<file path="config.mk">
export PLATFORM = sky130hd
export DESIGN_NAME = keyboard_hotkey_lock_filter_flat
export DESIGN_NICKNAME = d
export VERILOG_FILES = /design/src/sv/khlf_pkg.sv /design/src/sv/khlf_if.sv /design/src/sv/khlf_core.sv /design/src/sv/keyboard_hotkey_lock_filter.sv /design/src/flat_wrapper.sv
export VERILOG_INCLUDE_DIRS = /design/src /design/src/sv
export SDC_FILE = /design/constraint.sdc
export NUM_CORES = 1
export LEC_CHECK = 0
export ABC_CLOCK_PERIOD_IN_PS = 2900
export BUFFER_PORTS_ARGS = -buffer_cell sky130_fd_sc_hd__buf_4
export CORE_UTILIZATION = 55
export DETAILED_ROUTE_END_ITERATION = 7
export PLACE_DENSITY = 0.88
export SETUP_SLACK_MARGIN = 0.4
export SLEW_MARGIN = 20
export SYNTH_ARGS = -nofsm -noshare
export SYNTH_HDL_FRONTEND = slang
export SYNTH_SLANG_ARGS = --single-unit
</file>
<file path="constraint.sdc">
create_clock -name clk -period 2.9 [get_ports clk]
set_input_delay 0.145 -clock clk [delete_from_list [all_inputs] [get_ports clk]]
set_output_delay 0.145 -clock clk [all_outputs]
set_load 0.005 [all_outputs]
</file>
<file path="src/sv/keyboard_hotkey_lock_filter_defines.svh">
// Assertion helpers for the hotkey lock filter.
// Both expect signals named clk and arst_n in the module that uses them.
`ifndef KEYBOARD_HOTKEY_LOCK_FILTER_DEFINES_SVH
`define KEYBOARD_HOTKEY_LOCK_FILTER_DEFINES_SVH

// Same-cycle implication.
`define KHLF_ASSERT_NOW(label, ante, cons, msg) \
	label: assert property (@(posedge clk) disable iff (!arst_n) (ante) |-> (cons)) \
		else $error(msg);

// Next-cycle implication.
`define KHLF_ASSERT_NEXT(label, ante, cons, msg) \
	label: assert property (@(posedge clk) disable iff (!arst_n) (ante) |=> (cons)) \
		else $error(msg);

`endif

</file>
<file path="src/sv/khlf_pkg.sv">
`default_nettype none

package khlf_pkg;

	localparam logic [7:0] VK_TAB   = 8'h09;
	localparam logic [7:0] KEY_SHIFT = 8'h10;
	localparam logic [7:0] VK_CTRL  = 8'h11;
	localparam logic [7:0] VK_ALT   = 8'h12;
	localparam logic [7:0] VK_ESC   = 8'h1B;
	localparam logic [7:0] VK_LWIN  = 8'h5B;
	localparam logic [7:0] VK_RWIN  = 8'h5C;
	localparam logic [7:0] VK_F1    = 8'h70;
	localparam logic [7:0] VK_F4    = 8'h73;
	localparam logic [7:0] VK_F12   = 8'h7B;
	localparam logic [7:0] KEY_LSHIFT = 8'hA0;
	localparam logic [7:0] KEY_RSHIFT = 8'hA1;
	localparam logic [7:0] VK_LCTRL  = 8'hA2;
	localparam logic [7:0] VK_RCTRL  = 8'hA3;
	localparam logic [7:0] VK_LALT   = 8'hA4;
	localparam logic [7:0] VK_RALT   = 8'hA5;

	// hotkey_modifiers bit positions
	localparam int MOD_CTRL_BIT  = 0;
	localparam int MOD_ALT_BIT   = 1;
	localparam int MOD_SHIFT_BIT = 2;
	localparam int MOD_WIN_BIT   = 3;

	localparam logic [1:0] ACT_DOWN = 2'd1;
	localparam logic [1:0] ACT_UP   = 2'd2;

	localparam logic FUNC_MOUSE = 1'b1;

	localparam logic [4:0] COMBO_NONE        = 5'd0;
	localparam logic [4:0] COMBO_WIN         = 5'd1;
	localparam logic [4:0] COMBO_WIN_BASE    = 5'd2;
	localparam logic [4:0] COMBO_ALT_TAB     = 5'd14;
	localparam logic [4:0] COMBO_ALT_F4      = 5'd15;
	localparam logic [4:0] COMBO_SHIFT_FBASE = 5'd16;

	localparam logic [1:0] CFG_HOTKEY_MODIFIERS = 2'd0;
	localparam logic [1:0] CFG_HOTKEY_KEY       = 2'd1;
	localparam logic [1:0] CFG_VIEWER_FORWARD   = 2'd2;

	localparam logic [3:0] HOTKEY_MODIFIERS_RST = 4'd7;
	localparam logic [7:0] HOTKEY_KEY_RST       = VK_F12;

	localparam int WIN_KEY_COUNT = 12;
	localparam logic [7:0] WIN_KEYS [WIN_KEY_COUNT] = '{
		8'h44, 8'h45, 8'h52, 8'h4C, VK_TAB, 8'h53,
		8'h49, 8'h58, 8'h56, 8'h41, 8'h47, 8'h50
	};

	typedef struct packed {
		logic       func;
		logic       hook_valid;
		logic [7:0] key_code;
		logic [1:0] key_action;
		logic       injected;
	} khlf_item_t;

	typedef struct packed {
		logic       swallow;
		logic [4:0] combo;
		logic       locked_now;
		logic       lock_changed;
	} khlf_result_t;

	typedef struct packed {
		logic ctrl_held;
		logic alt_held;
		logic shift_held;
		logic win_held;
		logic left_win_down;
		logic right_win_down;
		logic win_in_combo;
		logic lock_flag;
	} khlf_state_t;

	typedef struct packed {
		logic [3:0] hotkey_modifiers;
		logic [7:0] hotkey_key;
		logic       viewer_forward;
	} khlf_cfg_t;

	// Code of a win+key combination, COMBO_NONE if the key is not one we report.
	function automatic logic [4:0] win_combo_code(input logic [7:0] k);
		logic [4:0] code;
		code = COMBO_NONE;
		for (int i = WIN_KEY_COUNT - 1; i >= 0; i--) begin
			if (WIN_KEYS[i] == k) code = COMBO_WIN_BASE + 5'(i);
		end
		return code;
	endfunction

	function automatic logic is_fkey(input logic [7:0] k);
		return (k >= VK_F1) && (k <= VK_F12);
	endfunction

endpackage

`default_nettype wire

</file>
<file path="src/sv/khlf_if.sv">
`default_nettype none

interface khlf_in_if import khlf_pkg::*; ();
	logic       valid;
	logic       ready;
	logic       func;
	logic       hook_valid;
	logic [7:0] key_code;
	logic [1:0] key_action;
	logic       injected;

	modport source (output valid, func, hook_valid, key_code, key_action, injected,
		input ready);
	modport sink (input valid, func, hook_valid, key_code, key_action, injected,
		output ready);
endinterface

interface khlf_out_if import khlf_pkg::*; ();
	logic       valid;
	logic       ready;
	logic       swallow;
	logic [4:0] combo;
	logic       locked_now;
	logic       lock_changed;

	modport source (output valid, swallow, combo, locked_now, lock_changed, input ready);
	modport sink (input valid, swallow, combo, locked_now, lock_changed, output ready);
endinterface

interface khlf_cfg_if import khlf_pkg::*; ();
	logic       valid;
	logic       ready;
	logic [1:0] index;
	logic [7:0] data;

	modport source (output valid, index, data, input ready);
	modport sink (input valid, index, data, output ready);
endinterface

`default_nettype wire

</file>
<file path="src/sv/khlf_core.sv">
`default_nettype none

// Per-event decision: result fields and next tracking state.
module khlf_core import khlf_pkg::*; (
	input  wire khlf_item_t   item,
	input  wire khlf_state_t  st,
	input  wire khlf_cfg_t    cfg,
	output khlf_result_t      res,
	output khlf_state_t       nxt
);

	always_comb begin
		logic       down;
		logic       up;
		logic       match;
		logic       fwd_sw;
		logic       any_win;
		logic [4:0] code;
		logic [7:0] k;

		k       = item.key_code;
		down    = (item.key_action == ACT_DOWN);
		up      = (item.key_action == ACT_UP);
		match   = 1'b0;
		fwd_sw  = 1'b0;
		code    = COMBO_NONE;
		any_win = st.left_win_down || st.right_win_down;
		nxt     = st;
		res     = '0;

		if (item.hook_valid && !item.injected) begin
			if (item.func == FUNC_MOUSE) begin
				res.swallow = st.lock_flag;
			end else begin
				// any action other than down clears the modifier
				if (k == VK_LCTRL || k == VK_RCTRL || k == VK_CTRL) begin
					nxt.ctrl_held = down;
				end else if (k == VK_LALT || k == VK_RALT || k == VK_ALT) begin
					nxt.alt_held = down;
				end else if (k == KEY_LSHIFT || k == KEY_RSHIFT || k == KEY_SHIFT) begin
					nxt.shift_held = down;
				end else if (k == VK_LWIN || k == VK_RWIN) begin
					nxt.win_held = down;
				end

				if (down && k == cfg.hotkey_key) begin
					match = (cfg.hotkey_modifiers[MOD_CTRL_BIT] == nxt.ctrl_held)
						&& (cfg.hotkey_modifiers[MOD_ALT_BIT] == nxt.alt_held)
						&& (cfg.hotkey_modifiers[MOD_SHIFT_BIT] == nxt.shift_held)
						&& (cfg.hotkey_modifiers[MOD_WIN_BIT] == nxt.win_held);
				end

				if (match) begin
					if (st.lock_flag) begin
						nxt.lock_flag  = 1'b0;
						nxt.ctrl_held  = 1'b0;
						nxt.alt_held   = 1'b0;
						nxt.shift_held = 1'b0;
						nxt.win_held   = 1'b0;
					end else begin
						nxt.lock_flag = 1'b1;
					end
					nxt.left_win_down  = 1'b0;
					nxt.right_win_down = 1'b0;
					nxt.win_in_combo   = 1'b0;
					res.lock_changed   = 1'b1;
					res.swallow        = 1'b1;
				end else begin
					if (cfg.viewer_forward && !st.lock_flag) begin
						if ((k == VK_LWIN || k == VK_RWIN) && (down || up)) begin
							fwd_sw = 1'b1;
							if (k == VK_LWIN) nxt.left_win_down = down;
							else nxt.right_win_down = down;
							if (down) nxt.win_in_combo = 1'b0;
							else if (!st.win_in_combo) code = COMBO_WIN;
						end else if (down) begin
							if (any_win) begin
								nxt.win_in_combo = 1'b1;
								code   = win_combo_code(k);
								fwd_sw = 1'b1;
							end else if (k == VK_ESC) begin
								fwd_sw = 1'b1;
							end else if (nxt.alt_held && k == VK_TAB) begin
								code   = COMBO_ALT_TAB;
								fwd_sw = 1'b1;
							end else if (nxt.alt_held && k == VK_F4) begin
								code   = COMBO_ALT_F4;
								fwd_sw = 1'b1;
							end else if (nxt.shift_held && !nxt.alt_held && !nxt.ctrl_held
								&& is_fkey(k)) begin
								code   = COMBO_SHIFT_FBASE + 5'(k - VK_F1);
								fwd_sw = 1'b1;
							end
						end else if (up) begin
							fwd_sw = any_win || nxt.alt_held || nxt.ctrl_held || (k == VK_ESC)
								|| (nxt.shift_held && is_fkey(k));
						end
					end
					res.combo   = fwd_sw ? code : COMBO_NONE;
					res.swallow = fwd_sw || st.lock_flag;
				end
			end
		end
		res.locked_now = nxt.lock_flag;
	end

endmodule

`default_nettype wire

</file>
<file path="src/sv/keyboard_hotkey_lock_filter.sv">
// Hotkey lock filter for keyboard and mouse events.
//
// Channels: ev (sink) carries one event per transaction; res (source) returns
// exactly one result per event, in order; cfg (sink) writes a register by
// index: 0 hotkey_modifiers, 1 hotkey_key, 2 viewer_forward. Other indexes are
// accepted and dropped. cfg.ready is always high; write only while idle.
//
// Timing: an accepted event lands in an input register, the decision logic
// sits between that register and the result register, so a result is offered
// once the event reaches the result register. One event per cycle is sustained
// while res.ready stays high; the modifier/lock flags are updated in the same
// cycle the result is registered, which lets the next event follow directly.
//
// Stall: while res.ready is low the result register holds and the input
// register keeps one more event; ev.ready drops only when both are full.
//
// Reset: unlocked, all modifier tracking clear, registers at their defaults
// (ctrl+alt+shift, F12, forwarding off), both stages empty.
`default_nettype none

module keyboard_hotkey_lock_filter import khlf_pkg::*; (
	input wire          clk,
	input wire          arst_n,
	khlf_cfg_if.sink    cfg,
	khlf_in_if.sink     ev,
	khlf_out_if.source  res
);

`include "keyboard_hotkey_lock_filter_defines.svh"

	khlf_item_t   item_s1;
	logic         valid_s1;
	khlf_result_t res_q;
	logic         res_valid_q;
	khlf_state_t  state_q;
	khlf_cfg_t    cfg_q;
	khlf_result_t core_res;
	khlf_state_t  core_nxt;
	logic         adv;
	logic         take_in;

	assign adv     = valid_s1 && (!res_valid_q || res.ready);
	assign ev.ready = !valid_s1 || adv;
	assign take_in = ev.valid && ev.ready;
	assign cfg.ready = 1'b1;

	always_ff @(posedge clk or negedge arst_n) begin
		if (!arst_n) begin
			cfg_q <= '{hotkey_modifiers: HOTKEY_MODIFIERS_RST, hotkey_key: HOTKEY_KEY_RST,
				viewer_forward: 1'b0};
		end else if (cfg.valid) begin
			case (cfg.index)
				CFG_HOTKEY_MODIFIERS: cfg_q.hotkey_modifiers <= cfg.data[3:0];
				CFG_HOTKEY_KEY:       cfg_q.hotkey_key <= cfg.data;
				CFG_VIEWER_FORWARD:   cfg_q.viewer_forward <= cfg.data[0];
				default: ;
			endcase
		end
	end

	always_ff @(posedge clk or negedge arst_n) begin
		if (!arst_n) begin
			valid_s1 <= 1'b0;
		end else if (ev.ready) begin
			valid_s1 <= ev.valid;
		end
	end

	always_ff @(posedge clk) begin
		if (take_in) begin
			item_s1 <= '{func: ev.func, hook_valid: ev.hook_valid, key_code: ev.key_code,
				key_action: ev.key_action, injected: ev.injected};
		end
	end

	khlf_core u_core (
		.item (item_s1),
		.st   (state_q),
		.cfg  (cfg_q),
		.res  (core_res),
		.nxt  (core_nxt)
	);

	always_ff @(posedge clk or negedge arst_n) begin
		if (!arst_n) begin
			state_q     <= '0;
			res_valid_q <= 1'b0;
		end else begin
			if (adv) begin
				state_q     <= core_nxt;
				res_valid_q <= 1'b1;
			end else if (res.ready) begin
				res_valid_q <= 1'b0;
			end
		end
	end

	always_ff @(posedge clk) begin
		if (adv) res_q <= core_res;
	end

	assign res.valid        = res_valid_q;
	assign res.swallow      = res_q.swallow;
	assign res.combo        = res_q.combo;
	assign res.locked_now   = res_q.locked_now;
	assign res.lock_changed = res_q.lock_changed;

	`KHLF_ASSERT_NOW(a_change_swallows, res_valid_q && res_q.lock_changed, res_q.swallow, "lock toggle not swallowed")
	`KHLF_ASSERT_NOW(a_combo_swallows, res_valid_q && (res_q.combo != COMBO_NONE), res_q.swallow, "combo reported on a passed event")
	`KHLF_ASSERT_NEXT(a_toggle_flips, adv && core_res.lock_changed, state_q.lock_flag != $past(state_q.lock_flag), "lock flag did not toggle")
	`KHLF_ASSERT_NEXT(a_stalled_item_kept, valid_s1 && !adv, valid_s1 && $stable(item_s1), "stalled event lost")

endmodule

`default_nettype wire
</file>
<file path="src/flat_wrapper.sv">
// flat-port wrapper written by rule: the top's interface ports become plain ports
module keyboard_hotkey_lock_filter_flat import khlf_pkg::*;
  (clk, arst_n, cfg_valid, cfg_index, cfg_data, cfg_ready, ev_valid, ev_func, ev_hook_valid, ev_key_code, ev_key_action, ev_injected, ev_ready, res_valid, res_swallow, res_combo, res_locked_now, res_lock_changed, res_ready);
  khlf_cfg_if cfg_i ();
  khlf_in_if ev_i ();
  khlf_out_if res_i ();
  input wire clk;
  input wire arst_n;
  input wire logic [$bits(cfg_i.valid)-1:0] cfg_valid;
  input wire logic [$bits(cfg_i.index)-1:0] cfg_index;
  input wire logic [$bits(cfg_i.data)-1:0] cfg_data;
  output wire logic [$bits(cfg_i.ready)-1:0] cfg_ready;
  input wire logic [$bits(ev_i.valid)-1:0] ev_valid;
  input wire logic [$bits(ev_i.func)-1:0] ev_func;
  input wire logic [$bits(ev_i.hook_valid)-1:0] ev_hook_valid;
  input wire logic [$bits(ev_i.key_code)-1:0] ev_key_code;
  input wire logic [$bits(ev_i.key_action)-1:0] ev_key_action;
  input wire logic [$bits(ev_i.injected)-1:0] ev_injected;
  output wire logic [$bits(ev_i.ready)-1:0] ev_ready;
  output wire logic [$bits(res_i.valid)-1:0] res_valid;
  output wire logic [$bits(res_i.swallow)-1:0] res_swallow;
  output wire logic [$bits(res_i.combo)-1:0] res_combo;
  output wire logic [$bits(res_i.locked_now)-1:0] res_locked_now;
  output wire logic [$bits(res_i.lock_changed)-1:0] res_lock_changed;
  input wire logic [$bits(res_i.ready)-1:0] res_ready;
  assign cfg_i.valid = cfg_valid;
  assign cfg_i.index = cfg_index;
  assign cfg_i.data = cfg_data;
  assign cfg_ready = cfg_i.ready;
  assign ev_i.valid = ev_valid;
  assign ev_i.func = ev_func;
  assign ev_i.hook_valid = ev_hook_valid;
  assign ev_i.key_code = ev_key_code;
  assign ev_i.key_action = ev_key_action;
  assign ev_i.injected = ev_injected;
  assign ev_ready = ev_i.ready;
  assign res_valid = res_i.valid;
  assign res_swallow = res_i.swallow;
  assign res_combo = res_i.combo;
  assign res_locked_now = res_i.locked_now;
  assign res_lock_changed = res_i.lock_changed;
  assign res_i.ready = res_ready;
  keyboard_hotkey_lock_filter u_core (.clk(clk), .arst_n(arst_n), .cfg(cfg_i), .ev(ev_i), .res(res_i));
endmodule
</file>
==> impl_metrics.tcl <==
set metrics [dict create \
    status "completed" \
    required_ns 2.96 \
    grtUsageTotal_pct 26.8 \
    fmax_mhz 375 \
    ctsRootBufferMaster "clkbuf_8" \
    leakage_nw 1.37 \
    async_flop_share_pct 52.3 \
    die_h_um 72.7 \
    dieArea_um2 5290 \
    hold_violations 0 \
    worst_setup_path_end_kind "flop" \
    routabilityCongestion 0.940 \
    hp-class "in -> reg" \
    cts_buffer_depth 2 \
    cts_made_buffers 5 \
    seq_area_frac_synth_pct 44.2 \
    path_class "reg -> reg" \
    fin_util_pct 73.9 \
    p_total_mw 1.54 \
    irDropWorstVdd_v 0.000290 \
    rows 25 \
    cp_num_buf_inv 2 \
    layout-drive-gt1-share_pct 39.3 \
    syn_avg_cell_area_um2 10.6 \
    worst_pin_slew_ns 0.696 \
    arrival_ns 2.73 \
    place_inst 355 \
    clk_pin_slew_ns 0.08 \
    holdWs_ns 0.00776 \
    diodes 0 \
    critical_path.top_delay_family "compound AO/OA/AOI/OAI gates" \
    clkSinkCount 44 \
    initial_core_util_pct 57.9 \
    synth_cell_types 67 \
    syn_nets 290 \
    seq_area_um2 1220 \
    powerDensity_nw_per_um2 439 \
    wl_mm 7.25 \
    final_cells 398 \
    synth_flop_cell "edfxtp_1" \
    slew_violations 0 \
    path_common_cell "buf_4" \
    start_kind "flop" \
    finalSetupViolations 0 \
    crit_fanout 6 \
    grt_pass1_wl_mm 10.6 \
    synthesis.area_um2 2750 \
    synth-edff-count 21 \
    place_area_um2 3050 \
    setup_ws_ns 0.235 \
    cts_tree "done" \
    syn_to_final_growth_pct 27.7 \
    grt_max_degree 24 \
    hpwl_mm 4.37 \
    fin_crit_ns 2.66 \
    antenna_found_initial 0 \
    avgViaCountPerCell 6.15 \
    critPathSlowestCell "edfxtp_1" \
    synthCells 260 \
    finClkSkew_ns 0.00470 \
    io_pins 39 \
    grt_pass1_vias 2272 \
    fin_area_um2 3510 \
    fin_nets 360 \
    htree_levels 2 \
    core-area_um2 4750 \
    final.fill_count 330 \
    final.setup.tns_ns 0 \
    relSlewSlack_pct 53.5 \
    drtIter0Drc 328 \
    max_stage_delay_ns 0.54 \
    placement.io_buffers 37 \
    firstDrtPassIters 5 \
    timing.max_cap.violations 0 \
    yosys_warnings 0 \
    post-place-ws_ns 0.184 \
    path_cells "nor4bb_4 > a32o_2 > buf_4 > o22ai_1 > o311ai_1 > o211ai_1 > buf_4 > a211oi_1 > nor3_1" \
    ant_nets 0 \
    gr-total-overflow 0 \
    drc 0 \
    routedWlPerCell_um 18.2 \
    finalCritPeriodShare_pct 91.9 \
    multi_input_area_um2 1480 \
    num_vias 2449 \
    rsz0062_at_grt "true" \
    ys_seq_elements 44 \
    clk_latency_ns 0.31 \
    die_x_um 72.7 \
]
[Yosys cell counts (4+ instances only)]
master    count  area (um^2)
a211o_1       4         35.0
a21oi_1       8         40.0
a31oi_1       5         31.3
and2_1        6         37.5
buf_2         6         30.0
buf_6         4         45.0
dfrtp_1      14          350
dfstp_2       9          236
edfxtp_1     21          631
inv_1        10         37.5
mux2_2       11          124
nand2_1      21         78.8
nand2b_1      6         37.5
nor2_1       18         67.6
nor2b_1       6         37.5
nor3_1        9         45.0
nor3b_1       5         37.5
nor4_1        4         25.0
o21ai_0       8         40.0
xnor2_1      12          105
[power by group]
part | internal, mW | switching [mW] | total, mW
clock network | 0.195 | 0.221 | 0.416
logic | 0.166 | 0.165 | 0.331
registers | 0.735 | 0.0622 | 0.798
total | 1.10 | 0.449 | 1.54
[timing repair]
item	in CTS	in global routing
hold endpoints to repair	23	1
endpoints found under the setup margin	15	15
resized for setup	5	13
pin swaps	3	8
buffers inserted	17	16
hold buffers	1	1
[per-layer routing]
| layer | global-route usage, % | part of all wire (%) | vias up |
|---|---|---|---|
| met4 | 16.3 | 2.8 | 0 |
| met3 | 5.11 | 7.8 | 25 |
| met1 | 33.2 | 39 | 1165 |
| met5 | 0 | 0 | - |
| li1 | - | - | 1104 |
| met2 | 43.6 | 51 | 155 |
[placed cells by master (no fill, tap or decap), types with 3 or more instances in the layout]
cell type,synthesis,routed
buf_4,3,74
nand2_1,21,21
edfxtp_1,21,21
nor2_1,18,18
dfrtp_1,14,14
xnor2_1,12,12
mux2_2,11,11
inv_1,10,10
nor3_1,9,9
dfstp_2,9,9
a21oi_1,8,8
o21ai_0,8,7
nand2b_1,6,6
and2_1,6,6
clkbuf_8,0,6
nor2b_1,6,5
a31oi_1,5,5
nor3b_1,5,4
a211o_1,4,4
nand3b_1,3,3
nor3b_4,1,3
nand4_1,3,3
nand3_1,3,3
nor4_1,4,3
o21a_1,3,3
a211oi_1,3,3
[final cells by class]
class / count / share of cell area [%]
clock buffers: 6 / 2.35
clock inverters: 2 / 0.392
inverters: 10 / 1.07
multi-input cells: 191 / 42.2
flip-flops and latches: 44 / 34.6
well taps: 67 / 2.39
repair buffers: 78 / 17.0
[state kept, by name, indices dropped and copies added (netlist names)]
name,cells
u_core.cfg_q,13
u_core.item_s1,13
u_core.valid_s1,1
u_core.res.locked_now,1
u_core.res.lock_changed,1
u_core.res.combo,5
u_core.res.valid,1
u_core.state_q,8
u_core.res.swallow,1
[path summary, 6_finish.rpt]
check                                  start                  to  slack (ns)  cells past startpoint
max                        u_core.item_s1[7]  u_core.res.swallow        0.24                      9
min                                  ev_func  u_core.item_s1[12]       0.008                      1
max reg2reg                u_core.item_s1[7]  u_core.res.swallow        0.24                      9
min reg2reg                  u_core.valid_s1    u_core.res.valid        0.50                      1
max in group asynchronous             arst_n     u_core.cfg_q[5]        2.35                      2
min in group asynchronous             arst_n   u_core.state_q[1]        0.26                      2
[logic make-up after synthesis]
group | count (synthesis) | synth area share (%)
and+or+nand+nor | 106 | 24.3
DFF | 44 | 44.2
buffers and inverters | 25 | 5.18
AOI/OAI and AO/OA | 55 | 15.5
other | 1 | 0.136
adders and majority gates | 2 | 0.909
xor gates and xnor gates | 13 | 4.14
muxes | 14 | 5.59
Note: power is estimated with default switching activity, not from simulation.
